--- src/hdl/lfme_pkg.sv ---
// ----------------------------------------------------------------------------
// Line FIR package
// Types and constants shared by the line FIR filter with mirrored edges.
// ----------------------------------------------------------------------------
package lfme_pkg;

    localparam int NUM_COEF    = 7;
    localparam int CENTER_COEF = 3;
    localparam int PIX_W       = 8;
    localparam int COEF_W      = 16;
    localparam int PROD_W      = COEF_W + PIX_W + 1;
    localparam int SUM_W       = PROD_W + 3;
    localparam int FILT_W      = 27;
    localparam int PADDR_W     = 5;
    localparam int PDATA_W     = 32;
    localparam int QDEPTH      = 4;
    localparam int QPTR_W      = $clog2(QDEPTH);

    typedef logic signed [COEF_W-1:0] coef_t;

    localparam coef_t COEF_RESET [NUM_COEF] = '{
        16'sd0, 16'sd0, 16'sd0, 16'sd16384, 16'sd0, 16'sd0, 16'sd0
    };

    typedef enum logic [2:0] {
        REG_COEF_0 = 3'd0,
        REG_COEF_1 = 3'd1,
        REG_COEF_2 = 3'd2,
        REG_COEF_3 = 3'd3,
        REG_COEF_4 = 3'd4,
        REG_COEF_5 = 3'd5,
        REG_COEF_6 = 3'd6,
        REG_NONE   = 3'd7
    } reg_idx_t;

    typedef struct packed {
        logic [PIX_W-1:0] sample;
        logic             line_end;
    } pixel_beat_t;

    typedef struct packed {
        logic signed [FILT_W-1:0] filtered;
        logic                     burst_last;
        logic                     short_line;
    } result_beat_t;

    typedef struct packed {
        logic last;
        logic short_line;
    } job_flags_t;

    localparam int FLAGS_W = $bits(job_flags_t);

    typedef struct packed {
        logic push;
        logic flushing;
    } front_stat_t;

    typedef struct packed {
        logic valid;
        logic full;
    } queue_stat_t;

endpackage

--- src/hdl/lfme_regs.sv ---
// ----------------------------------------------------------------------------
// Line FIR coefficient registers
// APB-style register file holding the seven signed tap weights.
// ----------------------------------------------------------------------------
module lfme_regs (
    input  logic                          clk,
    input  logic                          rst_n,
    input  logic                          psel,
    input  logic                          penable,
    input  logic                          pwrite,
    input  logic [lfme_pkg::PADDR_W-1:0]  paddr,
    input  logic [lfme_pkg::PDATA_W-1:0]  pwdata,
    output logic [lfme_pkg::PDATA_W-1:0]  prdata,
    output logic                          pready,
    output lfme_pkg::coef_t               coef [lfme_pkg::NUM_COEF]
);
    import lfme_pkg::*;

    coef_t    coef_reg [NUM_COEF];
    reg_idx_t idx;
    logic     wr_en;

    assign idx    = reg_idx_t'(paddr[PADDR_W-1:2]);
    assign wr_en  = psel && penable && pwrite;
    assign pready = 1'b1;

    always_ff @(posedge clk or negedge rst_n)
    begin
        if (!rst_n)
        begin
            for (int k = 0; k < NUM_COEF; k++)
            begin
                coef_reg[k] <= COEF_RESET[k];
            end
        end
        else if (wr_en && idx != REG_NONE)
        begin
            coef_reg[idx] <= pwdata[COEF_W-1:0];
        end
    end

    always_comb
    begin
        prdata = '0;
        if (idx != REG_NONE)
        begin
            prdata = PDATA_W'(coef_reg[idx]);
        end
    end

    always_comb
    begin
        for (int k = 0; k < NUM_COEF; k++)
        begin
            coef[k] = coef_reg[k];
        end
    end

endmodule

--- src/hdl/lfme_front.sv ---
// ----------------------------------------------------------------------------
// Line FIR front end
// Accepts pixels, keeps the mirrored window and line position, and queues
// one window snapshot per result, including the end-of-line flush.
// ----------------------------------------------------------------------------
module lfme_front #(
    parameter int HALF = 3,
    parameter int WIN  = 7
) (
    input  logic                               clk,
    input  logic                               rst_n,
    input  logic                               pix_valid,
    output logic                               pix_ready,
    input  lfme_pkg::pixel_beat_t              pix,
    input  lfme_pkg::queue_stat_t              q_stat,
    output lfme_pkg::front_stat_t              f_stat,
    output logic [WIN*lfme_pkg::PIX_W-1:0]     q_win,
    output lfme_pkg::job_flags_t               q_flags
);
    import lfme_pkg::*;

    localparam int POS_W = $clog2(HALF + 2);
    localparam int CNT_W = (HALF > 1) ? $clog2(HALF) : 1;
    localparam int IDX_W = $clog2(WIN);

    typedef enum logic [1:0] {
        ST_STREAM = 2'b01,
        ST_FLUSH  = 2'b10
    } front_state_t;

    front_state_t               state_reg, state_next;
    logic [POS_W-1:0]           pos_reg, pos_next;
    logic [CNT_W-1:0]           cnt_reg, cnt_next;
    logic [WIN-1:0][PIX_W-1:0]  win_reg, win_next;
    logic [WIN-1:0][PIX_W-1:0]  shifted;
    logic [IDX_W-1:0]           sel;
    logic                       accept;
    logic                       push;
    job_flags_t                 flags;

    assign pix_ready = (state_reg == ST_STREAM) && !q_stat.full;
    assign accept    = pix_valid && pix_ready;
    assign sel       = IDX_W'(WIN - 1) - IDX_W'({cnt_reg, 1'b0});

    always_comb
    begin
        state_next = state_reg;
        pos_next   = pos_reg;
        cnt_next   = cnt_reg;
        win_next   = win_reg;
        push       = 1'b0;
        flags      = '0;
        shifted    = win_reg;
        case (state_reg)
            ST_STREAM:
            begin
                shifted = {pix.sample, win_reg[WIN-1:1]};
                if (accept)
                begin
                    win_next = shifted;
                    if (pos_reg < POS_W'(HALF))
                    begin
                        if (pix.line_end)
                        begin
                            push             = 1'b1;
                            flags.last       = 1'b1;
                            flags.short_line = 1'b1;
                            pos_next         = '0;
                        end
                        else
                        begin
                            pos_next = pos_reg + 1'b1;
                        end
                    end
                    else
                    begin
                        if (pos_reg == POS_W'(HALF))
                        begin
                            for (int k = 1; k <= HALF; k++)
                            begin
                                win_next[HALF-k] = shifted[HALF+k];
                            end
                        end
                        pos_next = POS_W'(HALF + 1);
                        push     = 1'b1;
                        if (pix.line_end)
                        begin
                            state_next = ST_FLUSH;
                            cnt_next   = '0;
                            pos_next   = '0;
                        end
                    end
                end
            end
            ST_FLUSH:
            begin
                shifted = {win_reg[sel], win_reg[WIN-1:1]};
                if (!q_stat.full)
                begin
                    win_next = shifted;
                    push     = 1'b1;
                    cnt_next = cnt_reg + 1'b1;
                    if (cnt_reg == CNT_W'(HALF - 1))
                    begin
                        flags.last = 1'b1;
                        state_next = ST_STREAM;
                    end
                end
            end
            default:
            begin
                state_next = ST_STREAM;
            end
        endcase
    end

    always_ff @(posedge clk or negedge rst_n)
    begin
        if (!rst_n)
        begin
            state_reg <= ST_STREAM;
            pos_reg   <= '0;
            cnt_reg   <= '0;
            win_reg   <= '0;
        end
        else
        begin
            state_reg <= state_next;
            pos_reg   <= pos_next;
            cnt_reg   <= cnt_next;
            win_reg   <= win_next;
        end
    end

    assign q_win           = win_next;
    assign q_flags         = flags;
    assign f_stat.push     = push;
    assign f_stat.flushing = (state_reg == ST_FLUSH);

endmodule

--- src/hdl/lfme_queue.sv ---
// ----------------------------------------------------------------------------
// Line FIR job queue
// Short first-in first-out queue of window snapshots between the front
// end and the arithmetic back end.
// ----------------------------------------------------------------------------
module lfme_queue #(
    parameter int DATA_W = 58
) (
    input  logic                  clk,
    input  logic                  rst_n,
    input  logic                  push,
    input  logic [DATA_W-1:0]     push_data,
    input  logic                  pop,
    output logic [DATA_W-1:0]     pop_data,
    output lfme_pkg::queue_stat_t q_stat
);
    import lfme_pkg::*;

    logic [DATA_W-1:0] mem [QDEPTH];
    logic [QPTR_W-1:0] wr_ptr_reg, rd_ptr_reg;
    logic [QPTR_W:0]   count_reg;

    always_ff @(posedge clk)
    begin
        if (push)
        begin
            mem[wr_ptr_reg] <= push_data;
        end
    end

    always_ff @(posedge clk or negedge rst_n)
    begin
        if (!rst_n)
        begin
            wr_ptr_reg <= '0;
            rd_ptr_reg <= '0;
            count_reg  <= '0;
        end
        else
        begin
            if (push)
            begin
                wr_ptr_reg <= wr_ptr_reg + 1'b1;
            end
            if (pop)
            begin
                rd_ptr_reg <= rd_ptr_reg + 1'b1;
            end
            if (push && !pop)
            begin
                count_reg <= count_reg + 1'b1;
            end
            else if (pop && !push)
            begin
                count_reg <= count_reg - 1'b1;
            end
        end
    end

    assign pop_data     = mem[rd_ptr_reg];
    assign q_stat.valid = (count_reg != '0);
    assign q_stat.full  = (count_reg == (QPTR_W + 1)'(QDEPTH));

endmodule

--- src/hdl/lfme_back.sv ---
// ----------------------------------------------------------------------------
// Line FIR back end
// Two-stage multiply and sum over one window snapshot per beat, ending in
// the result output register.
// ----------------------------------------------------------------------------
module lfme_back #(
    parameter int HALF = 3,
    parameter int WIN  = 7
) (
    input  logic                              clk,
    input  logic                              rst_n,
    input  lfme_pkg::coef_t                   coef [lfme_pkg::NUM_COEF],
    input  lfme_pkg::queue_stat_t             q_stat,
    input  logic [WIN*lfme_pkg::PIX_W-1:0]    q_win,
    input  lfme_pkg::job_flags_t              q_flags,
    output logic                              pop,
    output logic                              res_valid,
    input  logic                              res_ready,
    output lfme_pkg::result_beat_t            res
);
    import lfme_pkg::*;

    logic [WIN-1:0][PIX_W-1:0]  win;
    logic signed [PROD_W-1:0]   prod_reg [WIN];
    job_flags_t                 s1_flags_reg;
    logic                       s1_valid_reg;
    logic                       res_valid_reg;
    result_beat_t               res_reg;
    logic signed [SUM_W-1:0]    acc;
    logic                       s1_en, s2_en;

    assign win   = q_win;
    assign s2_en = !res_valid_reg || res_ready;
    assign s1_en = !s1_valid_reg || s2_en;
    assign pop   = q_stat.valid && s1_en;

    always_ff @(posedge clk)
    begin
        if (pop)
        begin
            for (int k = 0; k < WIN; k++)
            begin
                prod_reg[k] <= $signed(coef[CENTER_COEF - HALF + k])
                             * $signed({1'b0, win[k]});
            end
            s1_flags_reg <= q_flags;
        end
    end

    always_comb
    begin
        acc = '0;
        for (int k = 0; k < WIN; k++)
        begin
            acc = acc + SUM_W'(prod_reg[k]);
        end
    end

    always_ff @(posedge clk)
    begin
        if (s2_en && s1_valid_reg)
        begin
            res_reg.filtered   <= s1_flags_reg.short_line ? '0 : acc[FILT_W-1:0];
            res_reg.burst_last <= s1_flags_reg.last;
            res_reg.short_line <= s1_flags_reg.short_line;
        end
    end

    always_ff @(posedge clk or negedge rst_n)
    begin
        if (!rst_n)
        begin
            s1_valid_reg  <= 1'b0;
            res_valid_reg <= 1'b0;
        end
        else
        begin
            if (s1_en)
            begin
                s1_valid_reg <= q_stat.valid;
            end
            if (s2_en)
            begin
                res_valid_reg <= s1_valid_reg;
            end
        end
    end

    assign res_valid = res_valid_reg;
    assign res       = res_reg;

endmodule

--- src/hdl/line_fir_mirror_edges_unit.sv ---
// ----------------------------------------------------------------------------
// Line FIR filter with mirrored edges
// Odd-length FIR filter along one streamed image line with mirrored borders.
// ----------------------------------------------------------------------------
// The block takes one pixel beat per clock and returns one result beat per
// clock once the first HALF pixels of a line are in, while the queue is not
// full and the output is not held off. The pixel marked as the line end
// blocks the input while the front end pushes the HALF mirrored flush results
// into a four-entry queue; that flush loop and a full queue set the gaps in
// the input rate. Each result passes the queue entry, the multiply stage and
// the sum stage that ends in the output register. A short line gives a single
// beat with short_line set. Coefficients are to be written over the APB port
// only while the block is idle; the block itself does not enforce this.
module line_fir_mirror_edges_unit #(
    parameter int TAPS = 7
) (
    input  logic                          clk,
    input  logic                          rst_n,
    input  logic                          psel,
    input  logic                          penable,
    input  logic                          pwrite,
    input  logic [lfme_pkg::PADDR_W-1:0]  paddr,
    input  logic [lfme_pkg::PDATA_W-1:0]  pwdata,
    output logic [lfme_pkg::PDATA_W-1:0]  prdata,
    output logic                          pready,
    input  logic                          pix_valid,
    output logic                          pix_ready,
    input  lfme_pkg::pixel_beat_t         pix,
    output logic                          res_valid,
    input  logic                          res_ready,
    output lfme_pkg::result_beat_t        res
);
    import lfme_pkg::*;

    localparam int HALF   = TAPS / 2;
    localparam int WIN    = 2 * HALF + 1;
    localparam int DATA_W = FLAGS_W + WIN * PIX_W;

    coef_t                  coef [NUM_COEF];
    front_stat_t            f_stat;
    queue_stat_t            q_stat;
    logic [WIN*PIX_W-1:0]   f_win;
    job_flags_t             f_flags;
    logic [DATA_W-1:0]      q_out;
    logic                   pop;

    lfme_regs u_regs (
        .clk     (clk),
        .rst_n   (rst_n),
        .psel    (psel),
        .penable (penable),
        .pwrite  (pwrite),
        .paddr   (paddr),
        .pwdata  (pwdata),
        .prdata  (prdata),
        .pready  (pready),
        .coef    (coef)
    );

    lfme_front #(
        .HALF (HALF),
        .WIN  (WIN)
    ) u_front (
        .clk       (clk),
        .rst_n     (rst_n),
        .pix_valid (pix_valid),
        .pix_ready (pix_ready),
        .pix       (pix),
        .q_stat    (q_stat),
        .f_stat    (f_stat),
        .q_win     (f_win),
        .q_flags   (f_flags)
    );

    lfme_queue #(
        .DATA_W (DATA_W)
    ) u_queue (
        .clk       (clk),
        .rst_n     (rst_n),
        .push      (f_stat.push),
        .push_data ({f_flags, f_win}),
        .pop       (pop),
        .pop_data  (q_out),
        .q_stat    (q_stat)
    );

    lfme_back #(
        .HALF (HALF),
        .WIN  (WIN)
    ) u_back (
        .clk       (clk),
        .rst_n     (rst_n),
        .coef      (coef),
        .q_stat    (q_stat),
        .q_win     (q_out[WIN*PIX_W-1:0]),
        .q_flags   (job_flags_t'(q_out[DATA_W-1 -: FLAGS_W])),
        .pop       (pop),
        .res_valid (res_valid),
        .res_ready (res_ready),
        .res       (res)
    );

    // The front end never pushes into a full queue.
    assert property (@(posedge clk) disable iff (!rst_n)
        f_stat.push |-> !q_stat.full)
    else $error("queue push while full");

    // A flush only starts right after a pixel marked as the line end.
    assert property (@(posedge clk) disable iff (!rst_n)
        $rose(f_stat.flushing) |-> $past(pix_valid && pix_ready && pix.line_end))
    else $error("flush started without a line end");

    // A short-line beat is always the last of its line and carries zero.
    assert property (@(posedge clk) disable iff (!rst_n)
        (res_valid && res.short_line) |-> (res.burst_last && res.filtered == '0))
    else $error("malformed short-line beat");

endmodule

--- config.mk ---
export PLATFORM = sky130hd
export DESIGN_NAME = line_fir_mirror_edges_unit
export DESIGN_NICKNAME = d
export VERILOG_FILES = /design/src/hdl/lfme_pkg.sv /design/src/hdl/lfme_regs.sv /design/src/hdl/lfme_front.sv /design/src/hdl/lfme_queue.sv /design/src/hdl/lfme_back.sv /design/src/hdl/line_fir_mirror_edges_unit.sv
export SDC_FILE = /design/constraint.sdc
export NUM_CORES = 2
export LEC_CHECK = 0
export BUFFER_PORTS_ARGS = -buffer_cell sky130_fd_sc_hd__buf_2
export CAP_MARGIN = 25
export CORE_ASPECT_RATIO = 1.5
export CORE_MARGIN = 3
export CORE_UTILIZATION = 35
export CTS_CLUSTER_DIAMETER = 40
export DETAILED_ROUTE_END_ITERATION = 8
export GPL_ROUTABILITY_DRIVEN = 1
export GPL_TIMING_DRIVEN = 0
export SYNTH_ARGS = -nofsm -noshare
export SYNTH_HDL_FRONTEND = slang
export SYNTH_SLANG_ARGS = --single-unit
--- constraint.sdc ---
create_clock -name clk -period 28.2 [get_ports clk]
set_clock_uncertainty 0.05 [all_clocks]
set_input_delay 5.64 -clock clk [delete_from_list [all_inputs] [get_ports clk]]
set_output_delay 5.64 -clock clk [all_outputs]
set_load 0.005 [all_outputs]
==> results.py <==
metrics = {
    "logic_synthesis": {
        "synth-seq-cells": 622,
        "synth_top_area_share_pct": 27.93,
        "yosys-top-cells-area": "fa_1 (28%), edfxtp_1 (22%), inv_1 (8.4%)",
        "synth_cell_type_count": 82,
        "synth_top_family_by_area": "adder cells",
        "synth_compound_area_share_pct": 6.114,
        "yosysWarnings": 0,
        "muxShareOfSynthArea_pct": 5.281,
        "post_synth_xor_area_fraction_pct": 2.677,
        "yosys.area.top_type": "fa_1",
        "ys.flop_type": "edfxtp_1",
        "synth.net_count": 6915,
        "synth_enable_flop_cells": 438,
        "synth.cell_area_um2": 60200,
        "ys_seq_area_share_pct": 29.50,
        "synthArstFlopShare_pct": 29.58,
        "synth-simple-area-share_pct": 10.49,
        "synthAdderAreaFrac_pct": 36.00,
        "synthCells": 5634,
        "avgSynthCellArea_um2": 10.69,
    },
    "placed_design": {
        "numPortBuffers": 96,
        "dp_hpwl_um": 142000,
        "place_congestion": 1.042,
        "place_ws_ns": 14.09,
        "dpl_cell_area_um2": 63860,
        "dp_cells": 7990,
    },
    "cells_and_area": {
        "largest_reg_flops": 232,
        "multi_input_area_um2": 36490,
        "fin_cells": 8152,
        "regArea_um2": 17760,
        "design_area_um2": 66670,
        "nets": 7112,
        "synthToLayoutAreaGrowth_pct": 10.75,
        "fillers": 16700,
        "drive_gt1_share_pct": 8.644,
    },
    "sta": {
        "fmax_mhz": 70.36,
        "setup_ws_ns": 13.99,
        "tns_ns": 0,
        "setup_viol": 0,
        "rsz0062_at_grt": "no",
        "fin_crit_ns": 14.21,
        "worst_pin_slew_ns": 1.018,
        "hold_violations": 0,
        "maxSlewHeadroom_pct": 32.14,
        "post-route-period-util_pct": 50.40,
        "drv_slew": 0,
    },
    "worst_setup_path": {
        "crit_required_ns": 22.51,
        "path_class": "primary input to primary output",
        "cp_num_buf_inv": 4,
        "start_kind": "primary input",
        "slowest_stage": "a21oi_1",
        "crit_path_max_fanout": 10,
        "path_cells": "clkbuf_1 -> buf_1 -> buf_1 -> mux2i_1 -> nor2_1 -> a21oi_1 -> a21oi_1 -> buf_2",
        "worstPathArrival_ns": 8.52,
        "endpoint_kind": "primary output",
        "cpLargestDelayFamily": "buffers and inverters",
        "slowest_delay_ns": 0.72,
    },
    "worst_hold_path": {
        "hold_path.class": "flip-flop to flip-flop",
    },
    "clock_network": {
        "cts_resized": 0,
        "numCtsBuffers": 82,
        "clk_path_buf_depth": 3,
        "hold_buffers": 0,
        "htreeDepth": 3,
        "clk_latency_ns": 0.69,
        "cts.reportedPaths.clkPinSlew_ns": 0.06,
        "cts_tree": "yes",
        "post_cts_buffers": 0,
        "clock-sinks": 622,
        "cts-root-buf": "clkbuf_16",
    },
    "detailed_routing": {
        "wl_um": 168200,
        "vias": 39720,
        "avgRoutedWirePerCell_um": 20.64,
        "drt_iter0_markers": 2535,
        "dr.pass1.iters": 6,
        "drc": 0,
        "vias_per_cell": 4.872,
        "antenna_left": 0,
    },
    "grt": {
        "grt_antenna_before_repair": 13,
        "grt-ovfl-total": 0,
        "grt_pass1_wl_um": 257000,
        "grt_max_degree": 119,
        "grt_use_total_pct": 19.41,
        "grt_pass1_vias": 43000,
    },
    "die": {
        "die_area_um2": 177100,
        "ioPinCount": 117,
        "fp.dieW_um": 344.6,
        "fp.dieH_um": 514.0,
        "num_rows": 185,
        "start_util_pct": 35.39,
        "design.core.area_um2": 170100,
    },
    "flow_run": {
        "cap_violations": 0,
    },
    "status": {
        "status": "finished clean",
    },
}
## layer usage
metal,part of all wire [%],GRT usage [%],vias up
li1,-,-,17970
met4,6.5,10.84,6
met1,38,22.32,20400
met3,4.1,2.232,358
met5,0.025,0,-
met2,51,34.81,989
## placed cells by master, fill, tap and decap left out, types with 33 or more instances in the layout
cell       count
o21ai_0      102
buf_1         67
xnor2_1      133
buf_2        102
inv_1       1340
fa_1         840
and2_1       506
a21oi_1      163
nor2_1       117
dfrtp_1      182
clkbuf_1     143
xor2_1        51
clkbuf_16     83
a22oi_1       33
edfxtp_1     438
ha_1         388
nand2_1      510
a21o_1        55
mux4_2        74
mux2_2       121
## kinds of logic (layout without fill, tap and decap cells)
| logic type | count (synthesis) | in the layout |
|---|---|---|
| buf+inv | 1572 | 1838 |
| simple gates | 1264 | 1264 |
| fa+ha+maj | 1228 | 1228 |
| flops | 622 | 622 |
| compound gates | 553 | 553 |
| mux | 210 | 210 |
| xor+xnor | 184 | 184 |
| other cells | 1 | 9 |
## worst reg2reg max path: stages, from the launching register on
cell and delay, ns:
dfrtp_1 0.32, clkbuf_1 0.17, buf_1 0.74, clkbuf_1 0.81, mux4_2 0.59, clkbuf_1 0.58, nand2_1 0.16, fa_1 0.53
inv_1 0.05, fa_1 0.49, fa_1 0.55, inv_1 0.05, fa_1 0.48, inv_1 0.05, ha_1 0.32, a2111oi_0 0.52
o21ai_0 0.18, a21oi_1 0.38, o21ai_1 0.11, a21oi_1 0.31, o211ai_1 0.16, a31oi_1 0.22, xnor2_1 0.12
## cells in the mapped netlist (55+ instances only)
cell type	n
a21o_1	55
a21oi_1	164
and2_1	511
buf_1	67
clkbuf_1	134
dfrtp_1	182
edfxtp_1	438
fa_1	840
ha_1	388
inv_1	1340
mux2_2	121
mux4_2	74
nand2_1	510
nor2_1	117
o21ai_0	103
xnor2_1	133
## final timing paths
check                                  startpoint                      to  slack [ns]  cells past startpoint
max                                      paddr[4]               prdata[3]       13.99                      8
min                        u_back.s1_flags_reg[1]           u_back.res[1]        0.45                      0
max reg2reg                 u_queue.rd_ptr_reg[1]  u_back.prod_reg[1][24]       20.02                     22
min reg2reg                u_back.s1_flags_reg[1]           u_back.res[1]        0.45                      0
max in group asynchronous                   rst_n         u_regs.coef[52]       22.29                      2
min in group asynchronous                   rst_n     u_front.win_reg[54]        4.86                      1
## layout make-up
class                           instances  share of cell area (%)
Antenna cell                            8                 0.03003
Tap cell                             2244                   4.211
Timing Repair Buffer                  113                   1.235
Clock inverter                         61                   1.023
Clock buffer                           92                   3.166
Inverter                             1340                   7.544
Sequential cell                       622                   26.64
Buffer                                232                   1.432
Multi-Input combinational cell       3440                   54.72
## per-stage QoR
| stage | hold WS [ns] | utilization, % |
|---|---|---|
| after floorplan | 0.3503 | - |
| after global placement | 0.4216 | 37.32 |
| after detailed placement | 0.4297 | 37.53 |
| after CTS | 0.4657 | 39.17 |
| after global routing | 0.4600 | 39.18 |
| final | 0.4491 | 39.19 |
Power is left out: the tool's default activity adds up to more than one toggle a clock period on the data nets, which glitch-free logic cannot reach.
